### src/rtl/four_axis_step_dir_interpolator_core_defines.svh
// Assertion macros for the four-axis step/direction interpolator.
// Used by the top level only; define NO_ASSERTIONS to compile them out.
`ifndef FOUR_AXIS_STEP_DIR_INTERPOLATOR_CORE_DEFINES_SVH
`define FOUR_AXIS_STEP_DIR_INTERPOLATOR_CORE_DEFINES_SVH
`ifndef NO_ASSERTIONS
`define FASDI_ASSERT(label, prop, msg) \
   label: assert property (@(posedge clock) disable iff (reset) prop) else $error(msg);
`define FASDI_ASSERT_ALWAYS(label, prop, msg) \
   label: assert property (@(posedge clock) prop) else $error(msg);
`else
`define FASDI_ASSERT(label, prop, msg)
`define FASDI_ASSERT_ALWAYS(label, prop, msg)
`endif
`endif

### src/rtl/fasdi_pkg.sv
// Shared types and constants of the four-axis step/direction interpolator.
// No dependencies; imported by the lane, merge and top-level modules.
`timescale 1ns / 1ps
package fasdi_pkg;

   localparam int AXES        = 4;
   localparam int PERIOD_BITS = 16;
   localparam int SPR_BITS    = 16;
   localparam int GEAR_BITS   = 8;
   localparam int SCALE_BITS  = SPR_BITS + GEAR_BITS;

   localparam int CSR_INDEX_BITS = 2;
   localparam int CSR_DATA_BITS  = 16;

   localparam logic [CSR_INDEX_BITS-1:0] CSR_BASE_PERIOD   = 2'd0;
   localparam logic [CSR_INDEX_BITS-1:0] CSR_STEPS_PER_REV = 2'd1;
   localparam logic [CSR_INDEX_BITS-1:0] CSR_GEAR_RATIO    = 2'd2;

   localparam logic [PERIOD_BITS-1:0] RESET_BASE_PERIOD   = 16'd150;
   localparam logic [SPR_BITS-1:0]    RESET_STEPS_PER_REV = 16'd3200;
   localparam logic [GEAR_BITS-1:0]   RESET_GEAR_RATIO    = 8'd1;
   localparam logic [PERIOD_BITS-1:0] RESET_STEP_PERIOD   = 16'd150;

   localparam logic OP_MOVE = 1'b0;
   localparam logic OP_TICK = 1'b1;

   // sequencer strobes to every lane and the merge stage
   typedef struct packed {
      logic move_start;
      logic tick;
      logic mul2;
      logic diff;
      logic max;
      logic load;
      logic div;
      logic commit;
   } lane_cmd_type;

   typedef struct packed {
      logic step;
      logic dir;
      logic active;
   } lane_stat_type;

endpackage

### src/rtl/fasdi_merge.sv
// Merge stage: largest distance over the lanes, period numerator, busy flag.
// Depends on fasdi_pkg.
`timescale 1ns / 1ps
module fasdi_merge
   import fasdi_pkg::*;
#(
   parameter int POSITION_BITS = 16
) (
   input  logic                                         clock,
   input  lane_cmd_type                                 cmd,
   input  logic [AXES-1:0][POSITION_BITS-1:0]           lane_dist,
   input  logic [AXES-1:0]                              lane_active,
   input  logic [PERIOD_BITS-1:0]                       base_period,
   output logic [PERIOD_BITS+POSITION_BITS-1:0]         num,
   output logic                                         busy
);

   localparam int NUM_BITS = PERIOD_BITS + POSITION_BITS;

   logic [POSITION_BITS-1:0] gm_ff, gm_in, gm_max;

   always_comb begin
      gm_max = '0;
      for (int i = 0; i < AXES; i++) begin
         if (lane_dist[i] > gm_max) begin
            gm_max = lane_dist[i];
         end
      end
      gm_in = cmd.max ? gm_max : gm_ff;
   end

   always_ff @(posedge clock) begin
      gm_ff <= gm_in;
   end

   // base_period * largest distance, loaded into every lane divider
   assign num  = NUM_BITS'(base_period) * NUM_BITS'(gm_ff);
   assign busy = |lane_active;

endmodule

### config.mk
export PLATFORM = sky130hd
export DESIGN_NAME = fasdi_merge
export DESIGN_NICKNAME = d
export VERILOG_FILES = /design/src/rtl/four_axis_step_dir_interpolator_core_defines.svh /design/src/rtl/fasdi_pkg.sv /design/src/rtl/fasdi_merge.sv
export SDC_FILE = /design/constraint.sdc
export NUM_CORES = 1
export LEC_CHECK = 0
export ABC_AREA = 0
export BUFFER_PORTS_ARGS = -buffer_cell sky130_fd_sc_hd__buf_2
export CAP_MARGIN = 0
export CELL_PAD_IN_SITES_DETAIL_PLACEMENT = 0
export CELL_PAD_IN_SITES_GLOBAL_PLACEMENT = 2
export CORE_MARGIN = 4
export CORE_UTILIZATION = 38
export DETAILED_ROUTE_END_ITERATION = 10
export PLACE_DENSITY_LB_ADDON = 0.1
export SYNTH_ARGS = -nofsm -noshare
export SYNTH_HDL_FRONTEND = slang
export SYNTH_SLANG_ARGS = --single-unit
### constraint.sdc
create_clock -name clock -period 9.2 [get_ports clock]
set_clock_uncertainty 0.1 [all_clocks]
set_input_delay 1.38 -clock clock [delete_from_list [all_inputs] [get_ports clock]]
set_output_delay 1.38 -clock clock [all_outputs]
set_load 0.05 [all_outputs]
# Word-level counts from Yosys, hierarchy flattened
# Cells that the tools add are included.
# Widths: inputs -> output; s select.
classes:
  n_mul: 1
  mux: 4
  n_lt_le_gt_ge: 4
  reduce_logical: 1
ops:
  columns: ["op", "n"]
  rows:
  - ["$mux 16", 4]
  - ["$gt 16x16->1", 3]
  - ["$mul 16x16->32", 1]
  - ["$gt 16x1->1 const B", 1]
  - ["$reduce_or 4->1", 1]
word_totals:
  inputBits: 93
  elab_cells: 11
  out_inout_bits: 33
  reg_bits: 16

# Longest topological paths before layout
depth:
  word_depth: 8
  ltp_mapped: 32
  mapped_depth_nobuf: 29

# Worst setup path before layout
# OpenSTA, ideal clock, no wires.
synth_timing:
  path_kind: "in2out"
  start: "input base_period[9]"
  end: "output num[22]"
  setup_slack_ns: 0.014
  path_stages: 21
  t_required_ns: 7.720
  path_buffers: 1
  t_arrival_ns: 7.706
  path_cell_list: "clkbuf_1 -> nand2_1 -> fa_1 -> inv_1 -> fa_1 -> inv_1 -> fa_1 -> inv_1 -> fa_1 -> inv_1 -> fa_1 -> inv_1 -> fa_1 -> ha_1 -> a21oi_1 -> o21a_1 -> o21ai_0 -> o211ai_1 -> a21boi_0 -> o31ai_1 -> a21boi_0"
synth_via:
  elab_chain_cells: 1
synth_lines:
  columns: ["element", "line_no", "text"]
  rows:
  - ["from (decl)", "fasdi_merge.sv:13", "input logic [PERIOD_BITS-1:0] base_period,"]
  - ["$mul 16x16->32", "fasdi_merge.sv:37", "assign num = NUM_BITS'(base_period) * NUM_BITS'(gm_ff);"]
  - ["to (decl)", "fasdi_merge.sv:14", "output logic [PERIOD_BITS+POSITION_BITS-1:0] num,"]
# No other way between the ends.

# Final worst setup path
layout_timing:
  start: "input base_period[11]"
  end: "output num[30]"
# The elaborated chain is that of the path after synthesis.

==> run metrics <==
Post-synth EDFFs=16; H-tree Lvls=1; Post-Synth Simple-Gate Area=16.13%; fin. max-slew vios=0; # resized after CTS=0; Compound-Gate Fraction of Synth Area=8.659%; Crit. Startpoint=base_period[11]; total negative slack=0 ps; main combinational cell family by area after synthesis=adder cells; CP required=7720 ps; met1 Track Usage GR=26.36%; Post-CTS Setup Bufs=0; Mapped Avg Cell Area=8.757 sq um; worst min-delay path class=in -> reg; NumNets Final=1789; Area Growth Syn to Fin=13.24%; Synth area leaders=fa_1, ha_1, inv_1, nand2_1, and2_1; Synth async-reset ratio=0%; Synth Warn #=0; RSZ-0062 raised after global routing=no; initial antenna violation count=2; Routed WL=27.28 mm; post-DP HPWL=23.75 mm; Clock Tree Root=clkbuf_16; Yosys reg bits=16; Worst Path Arrival=7380 ps; max reg flops=16; cell count after synthesis=1216; Die Area=30770 sq um; Crit Path Class=in -> out; routability cong.=0.7886; first-pass GRT wire length=45.22 mm; CP Max Fanout=5; outcome=completed; post-synth top area share=36.47%; GRT overflow=0; slew margin rel.=31.98%; Hold Buf Count CTS=0; DRT iter0 DRCs=312; max frequency=0.1129 GHz; XOR/XNOR Fraction of Synth Area=2.221%; min Tclk post-route=8860 ps; Tot GR Track Use=18.26%; worst path bufs/invs=9; Hold Vio Cnt, Final=0; most numerous cell on the critical path=fa_1; die height=175.4 um; DRC=0; CP peak stage delay=540 ps; top cells by count, synth=inv_1, fa_1, nand2_1; largest reg by FF count=gm_ff; multiplexer share of the synthesized area=3.208%; Port Buf Inserts=118; met2 Use GR=32.08%; vias per cell=4.727; DR pass1 iterations=4; largest net degree at the start of global routing=30; biggest regs=gm_ff (16); CP Capture Type=primary output; sequential fraction of the synthesis area=4.512%; CP endpoint=num[30]; Worst Tran Pin Value=1020 ps; Initial Util=38.44%; Antenna Cells=0; share of layout cells above drive strength 1=14.30%; Max clock buf depth=2; vias in the first global route=8619; boundary pin count=126; Vias=8168; Synth Area in Adders=54.21%; Clock transition at path regs=50 ps; Worst setup SP type=input pin; ys flop type=edfxtp_1; syn_nets=1654; stages on the worst setup path=24; Inserted Clock Buffers=3; TritonCTS clock tree=built; routed length per instance=15.79 um; core area=27710 sq um; die span in x=175.4 um; Largest delay share family, worst path=adder cells; # clock sinks=16; Synth cell types=54; final setup fails=0; Worst path slowest cell=fa_1; most common cell in the netlist=inv_1; met3 usage=0.6888%; max-cap violations=0; Cell Chain, Critical Path=buf_2 -> nand2_1 -> fa_1 -> inv_1 -> fa_1 -> inv_1 -> fa_1 -> inv_1 -> fa_1 -> inv_1 -> fa_1 -> inv_1 -> fa_1 -> ha_4 -> buf_4 -> nand3_1 -> a2111oi_2 -> buf_4 -> o211ai_1 -> and3_1 -> o221a_1 -> a211oi_2 -> xor2_1 -> clkbuf_4; gr busiest metal=met2; largest area contributor in the netlist=fa_1; Synth Cell Area=10650 sq um; Routed Antenna Nets=0; # rows=61; Tcrit/Tclk final=96.30%
-- routing by layer --
layer / up-vias / part of all wire, %
met4: 4 / 0.32
met2: 102 / 49
li1: 4050 / -
met3: 8 / 2.7
met1: 4004 / 47
met5: - / 0.077
-- layout make-up --
| class | count | area, sq um |
|---|---|---|
| fillers | 2886 | 15650 |
| multi-input cells | 890 | 9021 |
| inverters | 271 | 1017 |
| repair buffers | 169 | 988.4 |
| flip-flops and latches | 16 | 480.5 |
| well taps | 378 | 473.0 |
| clock buffers | 3 | 75.07 |
| clock inverters | 1 | 3.754 |
-- layout by cell type, fill, tap and decap left out, types with 3 or more instances in the layout --
cell type and count:
fa_1 194, o21ai_0 25, xor2_1 9, inv_1 271
nor2_1 21, nand3_1 7, clkbuf_16 3, o21bai_1 7
a21boi_0 4, a211o_1 3, buf_4 53, and2_1 105
ha_1 150, clkbuf_4 4, edfxtp_1 16, mux2i_1 30
o211ai_1 5, o21a_1 9, nand2_1 182, a211oi_1 5
a21oi_1 33, nor2b_1 7, nand4_1 13, a21o_1 15
xnor2_1 18, o21ai_2 3, buf_2 112, o31ai_1 3
nor3_1 7
-- per-stage QoR --
stage,area [sq um],hold slack (ps),std cells,worst slack [ps],utilization (%)
after floorplan,10650,1393,1216,14.19,-
after CTS,12010,1399,1728,88.49,43.36
after global placement,11940,1649,1724,115.7,43.08
after detailed placement,11940,1650,1724,83.66,43.08
final,12060,1396,1728,340.1,43.53
after global routing,12060,1387,1728,2.785,43.53
-- worst min-delay path by stage --
stage                     slack (ps)     startpoint  cells after the start  endpoint
after floorplan                 1390         cmd[3]                      0  gm_ff[0]
after global placement          1650  lane_dist[48]                      2  gm_ff[0]
after detailed placement        1650  lane_dist[48]                      2  gm_ff[0]
after CTS                       1400  lane_dist[48]                      2  gm_ff[0]
after global routing            1390  lane_dist[48]                      2  gm_ff[0]
final                           1400  lane_dist[48]                      2  gm_ff[0]
-- cell families after synthesis --
kind of cell,after synthesis
XOR/XNOR,27
AO/OA/AOI/OAI,131
flip-flops,16
AND/OR/NAND/NOR,354
buffers and inverters,310
multiplexers,33
adder cells (fa/ha/maj),345
Power is not shown: default switching activity piles up to over one toggle a cycle in this logic, so the estimate is an artifact.
