`src/rtl/four_axis_step_dir_interpolator_core_defines.svh`:
```
// Assertion macros for the four-axis step/direction interpolator.
// Used by the top level only; define NO_ASSERTIONS to compile them out.
`ifndef FOUR_AXIS_STEP_DIR_INTERPOLATOR_CORE_DEFINES_SVH
`define FOUR_AXIS_STEP_DIR_INTERPOLATOR_CORE_DEFINES_SVH
`ifndef NO_ASSERTIONS
`define FASDI_ASSERT(label, prop, msg) \
   label: assert property (@(posedge clock) disable iff (reset) prop) else $error(msg);
`define FASDI_ASSERT_ALWAYS(label, prop, msg) \
   label: assert property (@(posedge clock) prop) else $error(msg);
`else
`define FASDI_ASSERT(label, prop, msg)
`define FASDI_ASSERT_ALWAYS(label, prop, msg)
`endif
`endif

```
`src/rtl/fasdi_pkg.sv`:
```
// Shared types and constants of the four-axis step/direction interpolator.
// No dependencies; imported by the lane, merge and top-level modules.
`timescale 1ns / 1ps
package fasdi_pkg;

   localparam int AXES        = 4;
   localparam int PERIOD_BITS = 16;
   localparam int SPR_BITS    = 16;
   localparam int GEAR_BITS   = 8;
   localparam int SCALE_BITS  = SPR_BITS + GEAR_BITS;

   localparam int CSR_INDEX_BITS = 2;
   localparam int CSR_DATA_BITS  = 16;

   localparam logic [CSR_INDEX_BITS-1:0] CSR_BASE_PERIOD   = 2'd0;
   localparam logic [CSR_INDEX_BITS-1:0] CSR_STEPS_PER_REV = 2'd1;
   localparam logic [CSR_INDEX_BITS-1:0] CSR_GEAR_RATIO    = 2'd2;

   localparam logic [PERIOD_BITS-1:0] RESET_BASE_PERIOD   = 16'd150;
   localparam logic [SPR_BITS-1:0]    RESET_STEPS_PER_REV = 16'd3200;
   localparam logic [GEAR_BITS-1:0]   RESET_GEAR_RATIO    = 8'd1;
   localparam logic [PERIOD_BITS-1:0] RESET_STEP_PERIOD   = 16'd150;

   localparam logic OP_MOVE = 1'b0;
   localparam logic OP_TICK = 1'b1;

   // sequencer strobes to every lane and the merge stage
   typedef struct packed {
      logic move_start;
      logic tick;
      logic mul2;
      logic diff;
      logic max;
      logic load;
      logic div;
      logic commit;
   } lane_cmd_type;

   typedef struct packed {
      logic step;
      logic dir;
      logic active;
   } lane_stat_type;

endpackage

```
`src/rtl/fasdi_lane.sv`:
```
// One axis: angle scaling, distance, radix-4 period divider and tick counter.
// Depends on fasdi_pkg.
`timescale 1ns / 1ps
module fasdi_lane
   import fasdi_pkg::*;
#(
   parameter int ANGLE_BITS     = 12,
   parameter int POSITION_BITS  = 16,
   parameter int COMPARE_OFFSET = 50
) (
   input  logic                                   clock,
   input  logic                                   reset,
   input  lane_cmd_type                           cmd,
   input  logic [ANGLE_BITS-1:0]                  angle,
   input  logic [SPR_BITS-1:0]                    steps_per_rev,
   input  logic [GEAR_BITS-1:0]                   gear_ratio,
   input  logic [PERIOD_BITS+POSITION_BITS-1:0]   num,
   output logic [POSITION_BITS-1:0]               axis_dist,
   output lane_stat_type                          stat
);

   localparam int P1_BITS   = ANGLE_BITS + SPR_BITS;
   localparam int P2_BITS   = P1_BITS + GEAR_BITS;
   localparam int NUM_BITS  = PERIOD_BITS + POSITION_BITS;
   localparam int DIV_ITERS = (NUM_BITS + 1) / 2;
   localparam int DIV_BITS  = 2 * DIV_ITERS;
   localparam logic [PERIOD_BITS-1:0] CMP_POINT = PERIOD_BITS'(COMPARE_OFFSET);
   localparam logic [PERIOD_BITS-1:0] MIN_PERIOD = PERIOD_BITS'(COMPARE_OFFSET + 1);

   // datapath registers
   logic [P1_BITS-1:0]       prod1_ff, prod1_in;
   logic [P2_BITS-1:0]       prod2_ff, prod2_in;
   logic [POSITION_BITS-1:0] dist_ff, dist_in;
   logic [DIV_BITS-1:0]      quo_ff, quo_in;
   logic [POSITION_BITS-1:0] rem_ff, rem_in;

   // axis state
   logic [POSITION_BITS-1:0] position_ff, position_in;
   logic [POSITION_BITS-1:0] target_ff, target_in;
   logic                     dir_ff, dir_in;
   logic [PERIOD_BITS-1:0]   period_ff, period_in;
   logic [PERIOD_BITS-1:0]   tick_ff, tick_in;
   logic                     active_ff, active_in;
   logic                     step_ff, step_in;

   logic [SCALE_BITS-1:0]    scaled;
   logic [POSITION_BITS-1:0] target_sat;
   logic [POSITION_BITS:0]   r1, r1_sub, r2, r2_sub;
   logic                     q1, q2;
   logic [POSITION_BITS-1:0] rem_mid;
   logic [PERIOD_BITS-1:0]   quo_sat, period_new;
   logic [PERIOD_BITS:0]     tick_inc;
   logic [PERIOD_BITS-1:0]   tick_adv;
   logic [POSITION_BITS-1:0] pos_step, pos_after;

   assign scaled = prod2_ff[P2_BITS-1:ANGLE_BITS];

   generate
      if (POSITION_BITS < SCALE_BITS) begin : g_sat
         assign target_sat = (|scaled[SCALE_BITS-1:POSITION_BITS]) ? '1
                                                                     : scaled[POSITION_BITS-1:0];
      end else begin : g_nosat
         assign target_sat = POSITION_BITS'(scaled);
      end
   endgenerate

   // two restoring division steps per cycle
   always_comb begin
      r1      = {rem_ff, quo_ff[DIV_BITS-1]};
      r1_sub  = r1 - {1'b0, dist_ff};
      q1      = (r1 >= {1'b0, dist_ff});
      rem_mid = q1 ? r1_sub[POSITION_BITS-1:0] : r1[POSITION_BITS-1:0];
      r2      = {rem_mid, quo_ff[DIV_BITS-2]};
      r2_sub  = r2 - {1'b0, dist_ff};
      q2      = (r2 >= {1'b0, dist_ff});
   end

   always_comb begin
      quo_sat    = (|quo_ff[DIV_BITS-1:PERIOD_BITS]) ? '1 : quo_ff[PERIOD_BITS-1:0];
      period_new = (quo_sat <= CMP_POINT) ? MIN_PERIOD : quo_sat;
   end

   always_comb begin
      tick_inc  = {1'b0, tick_ff} + {{PERIOD_BITS{1'b0}}, 1'b1};
      tick_adv  = (tick_inc >= {1'b0, period_ff}) ? '0 : tick_inc[PERIOD_BITS-1:0];
      pos_step  = dir_ff ? position_ff + 1'b1 : position_ff - 1'b1;
      pos_after = (position_ff != target_ff) ? pos_step : position_ff;
   end

   always_comb begin
      prod1_in = prod1_ff;
      prod2_in = prod2_ff;
      dist_in  = dist_ff;
      quo_in   = quo_ff;
      rem_in   = rem_ff;
      if (cmd.move_start) begin
         prod1_in = P1_BITS'(angle) * P1_BITS'(steps_per_rev);
      end
      if (cmd.mul2) begin
         prod2_in = P2_BITS'(prod1_ff) * P2_BITS'(gear_ratio);
      end
      if (cmd.diff) begin
         dist_in = (target_sat >= position_ff) ? target_sat - position_ff
                                               : position_ff - target_sat;
      end
      if (cmd.load) begin
         quo_in = DIV_BITS'(num);
         rem_in = '0;
      end else if (cmd.div) begin
         quo_in = {quo_ff[DIV_BITS-3:0], q1, q2};
         rem_in = q2 ? r2_sub[POSITION_BITS-1:0] : r2[POSITION_BITS-1:0];
      end
   end

   always_comb begin
      position_in = position_ff;
      target_in   = target_ff;
      dir_in      = dir_ff;
      period_in   = period_ff;
      tick_in     = tick_ff;
      active_in   = active_ff;
      step_in     = step_ff;
      if (cmd.move_start) begin
         step_in = 1'b0;
      end
      if (cmd.diff) begin
         target_in = target_sat;
      end
      if (cmd.commit) begin
         tick_in = '0;
         if (dist_ff != '0) begin
            period_in = period_new;
            dir_in    = (target_ff > position_ff);
            active_in = 1'b1;
         end else begin
            active_in = 1'b0;
         end
      end
      if (cmd.tick) begin
         step_in = 1'b0;
         if (active_ff) begin
            tick_in = tick_adv;
            if (tick_adv == CMP_POINT) begin
               step_in     = (position_ff != target_ff);
               position_in = pos_after;
               active_in   = (pos_after != target_ff);
            end
         end
      end
   end

   always_ff @(posedge clock) begin
      prod1_ff <= prod1_in;
      prod2_ff <= prod2_in;
      dist_ff  <= dist_in;
      quo_ff   <= quo_in;
      rem_ff   <= rem_in;
   end

   always_ff @(posedge clock) begin
      if (reset) begin
         position_ff <= '0;
         target_ff   <= '0;
         dir_ff      <= 1'b0;
         period_ff   <= RESET_STEP_PERIOD;
         tick_ff     <= '0;
         active_ff   <= 1'b0;
         step_ff     <= 1'b0;
      end else begin
         position_ff <= position_in;
         target_ff   <= target_in;
         dir_ff      <= dir_in;
         period_ff   <= period_in;
         tick_ff     <= tick_in;
         active_ff   <= active_in;
         step_ff     <= step_in;
      end
   end

   assign axis_dist   = dist_ff;
   assign stat.step   = step_ff;
   assign stat.dir    = dir_ff;
   assign stat.active = active_ff;

endmodule

```
`config.mk`:
```
export PLATFORM = sky130hd
export DESIGN_NAME = fasdi_lane
export DESIGN_NICKNAME = d
export VERILOG_FILES = /design/src/rtl/four_axis_step_dir_interpolator_core_defines.svh /design/src/rtl/fasdi_pkg.sv /design/src/rtl/fasdi_lane.sv
export SDC_FILE = /design/constraint.sdc
export NUM_CORES = 1
export LEC_CHECK = 0
export BUFFER_PORTS_ARGS = -buffer_cell sky130_fd_sc_hd__buf_2
export CORE_UTILIZATION = 60
export DETAILED_ROUTE_END_ITERATION = 6
export PLACE_DENSITY = 0.78
export SYNTH_ARGS = -nofsm -noshare
export SYNTH_HDL_FRONTEND = slang
export SYNTH_SLANG_ARGS = --single-unit
```
`constraint.sdc`:
```
create_clock -name clock -period 9.05 [get_ports clock]
set_input_delay 1.81 -clock clock [delete_from_list [all_inputs] [get_ports clock]]
set_output_delay 1.81 -clock clock [all_outputs]
set_load 0.1 [all_outputs]
```
# == Word level (Yosys, flattened, before mapping) ==
# Index checks and enable logic that the tools add are counted.
# W data, S select, Z words.
# op_classes
addsub,7
mul,2
n_lt_le_gt_ge,6
eq_ne,3
muxes,23
n_reduce_logical,7
# op_table
op,count
$mux W16,12
$mux W32,2
$sub A16 B16 Y16,4
$ge A17 B16 Y1,3
$mul A28 B8 Y36,1
$ne A16 B16 Y1,2
$mul A12 B16 Y28,1
$add A16 B1 Y17 const B,1
$add A16 B1 Y16 const B,1
$eq A16 B6 Y1 const B,1
$ge A16 B16 Y1,1
$gt A16 B16 Y1,1
$le A16 B6 Y1 const B,1
$reduce_bool A16 Y1,1
$reduce_or A16 Y1,1
$sub A16 B1 Y16 const B,1
$mux W1,9
$reduce_or A8 Y1,1
$reduce_bool A2 Y1,2
$reduce_and A3 Y1,1
$reduce_and A2 Y1,1
# word_totals
regBits,195
out_inout_bits,19
elab_cells,60

# == Logic depth before layout (Yosys ltp) ==
# Gate-level depths: netlist of the first run.
# logic_depth
word_depth,7
mapped_depth,25

# == Worst setup path before layout of the first run ==
# No wires, ideal clock.
# synth_timing
path_type,input port to flip-flop
startpoint,input angle[8]
endpoint,register prod1_ff[27] (data pin)
arrival_ps,6842
required_ps,8789
path_slack_ps,1947
cell_stages,21
n_path_buf,2
cell_sequence,clkbuf_1 -> nand2_1 -> fa_1 -> inv_1 -> fa_1 -> fa_1 -> fa_1 -> inv_1 -> fa_1 -> inv_1 -> ha_1 -> clkbuf_1 -> a21o_1 -> nand2_1 -> nand4b_1 -> a21o_1 -> a21oi_1 -> o21ai_0 -> o41ai_1 -> o21ai_0 -> xnor2_1
# synth_between
elab_chain_cells,1
# synth_lines
item,line,text
start: declaration,fasdi_lane.sv:14,"input logic [ANGLE_BITS-1:0] angle,"
$mul A12 B16 Y28,fasdi_lane.sv:97,prod1_in = P1_BITS'(angle) * P1_BITS'(steps_per_rev);
end signal: assignment,fasdi_lane.sv:153,prod1_ff <= prod1_in;
end: declaration,fasdi_lane.sv:31,"logic [P1_BITS-1:0] prod1_ff, prod1_in;"
# Every way passes these cells.
# A chain may end at the register's enable or synchronous reset.

# == Worst setup path in the final report of the first run ==
# layout_timing
startpoint,input angle[6]
endpoint,register prod1_ff[27] (data pin)
# The elaborated chain is that of the path after synthesis.

==> impl_metrics.json, run 1 <==
{
  "max_stage_delay_ns": 0.55,
  "yosysSeqAreaShare_pct": 19.1,
  "worstHoldPathType": "reg -> reg",
  "area_delta_synth_final_pct": 5.62,
  "port_buffers": 95,
  "clkLatencyLatePin_ns": 0.46,
  "finalMaxSlewViolations": 0,
  "yosys_most_used_dff": "edfxtp_1",
  "detail-route-antenna-nets": 0,
  "fp-row-count": 73,
  "first_pass_iters": 7,
  "cts_tree": "done",
  "routed_wl_mm": 54.2,
  "setup_ws_ns": 1.82,
  "maxSlewHeadroom_pct": 18.4,
  "cp_cell_sequence": "buf_2 > nand2_1 > fa_1 > inv_1 > fa_1 > fa_1 > fa_1 > inv_1 > fa_1 > inv_1 > ha_1 > nand3_1 > a211oi_1 > o41ai_1 > nand4b_1 > a21o_1 > a21oi_1 > o21ai_0 > o41ai_1 > o21ai_0 > xnor2_1",
  "cts_buffers": 17,
  "clock_sinks": 183,
  "leakage_nw": 12.1,
  "path_buf_inv": 4,
  "clock.fmax_mhz": 138,
  "synth_top_area_share_pct": 24.6,
  "overflow": 0,
  "drc": 0,
  "finalSetupViolCount": 0,
  "grt_pass1_vias": 19700,
  "h-tree-depth": 4,
  "drv_cap": 0,
  "total_power_w": 0.0111,
  "nNetsFinal": 3367,
  "cpMostUsedCell": "fa_1",
  "synth-edff-count": 100,
  "hpwl_mm": 43.9,
  "skew_ns": 0.00967,
  "grt_max_degree": 68,
  "critical_path.top_delay_family": "adder cells",
  "required_ns": 9.26,
  "yosysWarnings": 0,
  "synth-seq-cells": 183,
  "ios": 97,
  "cellPowerDensity_nw_per_um2": 430,
  "clk_path_buf_depth": 2,
  "synth_common_cells": "inv_1 (430), fa_1 (300), nand2_1 (294)",
  "clk_pin_slew_ns": 0.08,
  "layout-drive-gt1-share_pct": 7.14,
  "crit_type": "in -> reg",
  "cts-root-buf": "clkbuf_16",
  "grt_first_pass_wirelength_mm": 92.6,
  "avgSynthCellArea_um2": 8.90,
  "detailedPlace.worstSlack_ns": 1.36,
  "wl_per_cell_um": 16.4,
  "syn_inst": 2747,
  "gp_congestion": 0.929,
  "ir_drop_mv": 0.403,
  "status": "complete, no violations",
  "synth_area_um2": 24400,
  "antenna_found_initial": 3,
  "synth_most_common_cell": "inv_1",
  "crit_fanout": 16,
  "max_slew.worst_pin.slew_ns": 1.22,
  "synth_top_area_cell": "fa_1",
  "post_cts_buffers": 0,
  "synthTopCellsByArea": "fa_1 (25%), edfxtp_1 (12%), ha_1 (12%)",
  "critPathLaunchType": "input pin",
  "ys_async_sr_fraction_pct": 0,
  "cts_hold_buf": 0,
  "fin_crit_sh_pct": 79.9,
  "dieArea_um2": 41600,
  "die_x_um": 204,
  "drt_iter0_drc": 1024,
  "syn_nets": 3354,
  "via_count": 18800,
  "cts_resized": 0,
  "rsz0062_at_grt": "no",
  "start_util_pct": 61.1,
  "core-area_um2": 40000,
  "hold_violations": 0,
  "yosysUniqueCellTypes": 69,
  "die_y_um": 204,
  "setup_total_negative_slack_ns": 0,
  "slowest_stage": "fa_1",
  "cp_data_arrival_time_ns": 7.45,
  "grtUsageTotal_pct": 27.3,
  "period_minus_slack_ns": 7.23,
  "viasPerCell": 5.71,
  "cp-end-kind": "flop"
}
==> layout make-up <==
class	instances	area, um2
Timing Repair Buffer	101	520
Inverter	430	1610
Clock buffer	19	453
Antenna cell	1	2.50
Tap cell	525	657
Clock inverter	13	129
Sequential cell	183	4660
Fill cell	3293	14200
Multi-Input combinational cell	2027	17800
==> placed cells by master, fill, tap and decap left out, types with 11 or more instances in the layout <==
cell type,synthesis,routed
and3_1,11,11
o21ai_0,64,63
o21bai_1,23,23
nor2_1,165,165
and2_1,220,220
a211oi_1,52,52
o21a_1,25,25
nor3_1,52,51
fa_1,300,300
dfxtp_1,83,83
a21o_1,42,42
nand2_1,294,294
nor2b_1,11,11
buf_2,2,95
nand3_1,30,30
inv_1,430,430
nor4_1,19,18
nand2b_1,15,15
xor2_1,41,41
xnor2_1,82,82
nand4_1,21,21
a21oi_1,135,135
ha_1,229,229
mux2_2,42,42
mux2i_1,26,26
edfxtp_1,100,100
clkbuf_16,0,17
==> cell families after synthesis <==
family                     after synthesis  synth area share (%)
DFF                                    183                  19.1
xor gates and xnor gates               123                  4.41
and+or+nand+nor                        877                  17.5
muxes                                   68                  3.00
AOI/OAI and AO/OA                      430                  11.4
adders and majority gates              529                  36.3
buffers and inverters                  537                  8.33
==> stage by stage <==
| stage | cell area (um2) | cells | util (%) | hold slack [ns] |
|---|---|---|---|---|
| after detailed placement | 25200 | 3266 | 63.1 | 0.466 |
| after CTS | 25800 | 3298 | 64.5 | 0.480 |
| after global placement | 25200 | 3266 | 63.1 | 0.456 |
| after floorplan | 24400 | 2747 | - | 0.425 |
| final | 25800 | 3299 | 64.5 | 0.481 |
| after global routing | 25800 | 3298 | 64.5 | 0.498 |
==> final timing paths <==
path / startpoint / end / slack (ns) / depth (start not counted)
min reg2reg: period_ff[8] / period_ff[8] / 0.48 / 2
min: period_ff[8] / period_ff[8] / 0.48 / 2
max reg2reg: axis_dist[1] / rem_ff[0] / 2.27 / 20
max: angle[6] / prod1_ff[27] / 1.82 / 21
==> registers in the layout, summed over array words and instances, names as in the netlist <==
name         cells
active_ff        1
axis_dist       16
dir_ff           1
period_ff       16
position_ff     16
prod1_ff        28
prod2_ff        24
quo_ff          32
rem_ff          16
step_ff          1
target_ff       16
tick_ff         16
==> worst reg2reg max path, stage by stage, from the launching register on <==
cell      delay (ns)
edfxtp_1        0.42
inv_1           0.21
ha_1            0.30
nor2b_1         0.15
o31a_1          0.30
o211ai_1        0.34
nand3_1         0.12
a21boi_0        0.52
o21ai_2         0.32
a21oi_1         0.33
ha_1            0.30
nor2b_1         0.14
o21a_1          0.17
o21ai_0         0.24
a21oi_1         0.17
a31oi_1         0.46
o21ai_0         0.22
a21oi_1         0.34
o2111a_1        0.93
mux2_2          0.44
a211oi_1        0.24
==> layer usage <==
layer	global-route usage (%)	wire, um
met3	2.97	2290
met2	50.2	27800
met5	0	24
met4	9.40	1210
met1	32.9	22900
==> where the power goes <==
group	internal (W)	switching [W]	total (W)
sequential	0.00156	0.000177	0.00173
clock	0.000379	0.000368	0.000747
combinational	0.00387	0.00474	0.00861
total	0.00581	0.00529	0.0111
Power figures use the tool's default switching activity.
==> run 2: changes to the inputs <==
clock period = 7.1 ns   (was 9.05 ns; I/O delays follow)
==> impl_metrics.json, run 2 (synthesized netlist as in run 1, its figures left out) <==
{
  "status": "complete, no violations",
  "p_int_w": 0.00761,
  "setup_total_negative_slack_ns": 0,
  "nNetsFinal": 3402,
  "cts_hold_buf": 0,
  "detail-route-antenna-nets": 0,
  "drt_iter0_drc": 1081,
  "crit_fanout": 17,
  "largest_reg_flops": 32,
  "total_power_w": 0.0145,
  "clock.fmax_mhz": 152,
  "cts-root-buf": "clkbuf_16",
  "crit_type": "in -> reg",
  "cp_data_arrival_time_ns": 6.78,
  "viasPerCell": 5.71,
  "layout_common_cells": "inv_1 (430), fa_1 (300), nand2_1 (294)",
  "maxSlewHeadroom_pct": 19.2,
  "start_util_pct": 61.1,
  "area_delta_synth_final_pct": 6.61,
  "multi_input_area_um2": 17800,
  "grtUsageTotal_pct": 27.7,
  "fin_crit_sh_pct": 92.6,
  "max_slew.worst_pin.slew_ns": 1.21,
  "hpwl_mm": 45.3,
  "hold_path_end": "rem_ff[15]",
  "drv_cap": 0,
  "die_y_um": 204,
  "required_ns": 7.31,
  "hold_start": "rem_ff[15]",
  "antenna_found_initial": 2,
  "top_register": "quo_ff",
  "r2r-start": "axis_dist[1]",
  "final_common_cell": "inv_1",
  "cellPowerDensity_nw_per_um2": 556,
  "critPathLaunchType": "input pin",
  "grt_max_degree": 68,
  "routed_wl_mm": 55.6,
  "setup_ws_ns": 0.527,
  "p_comb_share_pct": 78.3,
  "period_minus_slack_ns": 6.57,
  "reg2reg_to": "rem_ff[8]",
  "min_path_cells": 2,
  "skew_ns": 0.0135,
  "rsz0062_at_grt": "no",
  "cts_tree": "done",
  "finalSetupViolCount": 0,
  "dieArea_um2": 41600,
  "core-area_um2": 40000,
  "grt_pass1_vias": 20000,
  "clk_pin_slew_ns": 0.07,
  "max_stage_delay_ns": 0.57,
  "hold_violations": 0,
  "cp_cell_sequence": "buf_2 > and2_1 > fa_1 > fa_1 > fa_1 > fa_1 > ha_1 > a2111oi_0 > o31ai_1 > o211ai_1 > o21ai_0 > nor4b_1 > o311ai_0 > buf_4 > a41o_1 > or2_2 > a21oi_1 > xnor2_1",
  "reg2regPathDepth": 21,
  "ir_drop_mv": 0.584,
  "grt_first_pass_wirelength_mm": 93.7,
  "layout-drive-gt1-share_pct": 8.26,
  "switching_power_w": 0.00687,
  "cts_resized": 0,
  "fp-row-count": 73,
  "clkLatencyLatePin_ns": 0.45,
  "critical_path.top_delay_family": "adder cells",
  "detailedPlace.worstSlack_ns": 0.0751,
  "reg_top3": "quo_ff: 32 flops, prod1_ff: 28 flops, prod2_ff: 24 flops",
  "via_count": 19000,
  "clkPwrFrac_pct": 6.4,
  "clock_sinks": 183,
  "path_buf_inv": 2,
  "leakage_nw": 12.2,
  "cts_buffers": 17,
  "cp-end-kind": "flop",
  "gp_congestion": 0.941,
  "first_pass_iters": 6,
  "h-tree-depth": 4,
  "seq_power_share_pct": 15.3,
  "drc": 0,
  "seqCellArea_um2": 4660,
  "die_x_um": 204,
  "wl_per_cell_um": 16.7,
  "fill_cells": 3265,
  "port_buffers": 95,
  "timing.reg2reg.setup_slack_ns": 0.77,
  "clk_path_buf_depth": 2,
  "overflow": 0,
  "worstHoldPathType": "reg -> reg",
  "post_cts_buffers": 0,
  "finalMaxSlewViolations": 0,
  "switching_share_pct": 47.4,
  "slowest_stage": "fa_1",
  "ios": 97,
  "fin_util_pct": 65.2,
  "cpMostUsedCell": "fa_1"
}
[run 2: power groups by stage]
stage,clock network [W],registers [W],logic [W]
2_1_floorplan,0,0.00215,0.00886
3_3_place_gp,0,0.00222,0.0107
3_5_place_dp,0,0.00223,0.0113
4_1_cts,0.000944,0.00221,0.0114
5_1_grt,0.000985,0.00223,0.0131
6_report,0.000932,0.00221,0.0113
[run 2: worst max path at each step]
stage	from	end	slack, ns	cells past startpoint
2_1_floorplan	angle[8]	prod1_ff[27]	0.39	21
3_3_place_gp	steps_per_rev[7]	prod1_ff[27]	0.16	22
3_5_place_dp	gear_ratio[2]	prod2_ff[34]	0.08	20
4_1_cts	gear_ratio[3]	prod2_ff[34]	0.55	18
5_1_grt	gear_ratio[3]	prod2_ff[34]	0.04	18
6_report	gear_ratio[3]	prod2_ff[34]	0.53	18
[run 2: metal layers]
metal | GRT usage, % | up-vias | share of wire [%]
li1 | - | 9075 | -
met1 | 33.0 | 9370 | 41
met2 | 51.0 | 496 | 52
met3 | 3.32 | 106 | 4.6
met4 | 9.75 | 2 | 2.4
met5 | 0 | - | 0.014
[run 2: area by class of cell]
class	instances	area share, %
inverters	430	6.19
repair buffers	136	3.00
flip-flops and latches	183	17.9
clock inverters	15	0.518
well taps	525	2.52
clock buffers	17	1.63
multi-input cells	2027	68.2
diodes	1	0.00960
[run 2: worst reg2reg max path: cells and delay by family (launching register included)]
family / cells / cell delay, ns
AOI/OAI and AO/OA: 13 / 3.90
adders and majority gates: 2 / 0.61
buffers and inverters: 2 / 0.54
DFF: 1 / 0.45
and+or+nand+nor: 3 / 0.41
muxes: 1 / 0.27
[run 2: metrics by stage]
| step | cell area (um2) | hold slack [ns] | std cells |
|---|---|---|---|
| floorplan | 24400 | 0.425 | 2747 |
| global placement | 25500 | 0.452 | 3301 |
| detailed placement | 25500 | 0.453 | 3301 |
| CTS | 26100 | 0.473 | 3333 |
| global route | 26100 | 0.504 | 3333 |
| finish | 26100 | 0.471 | 3334 |
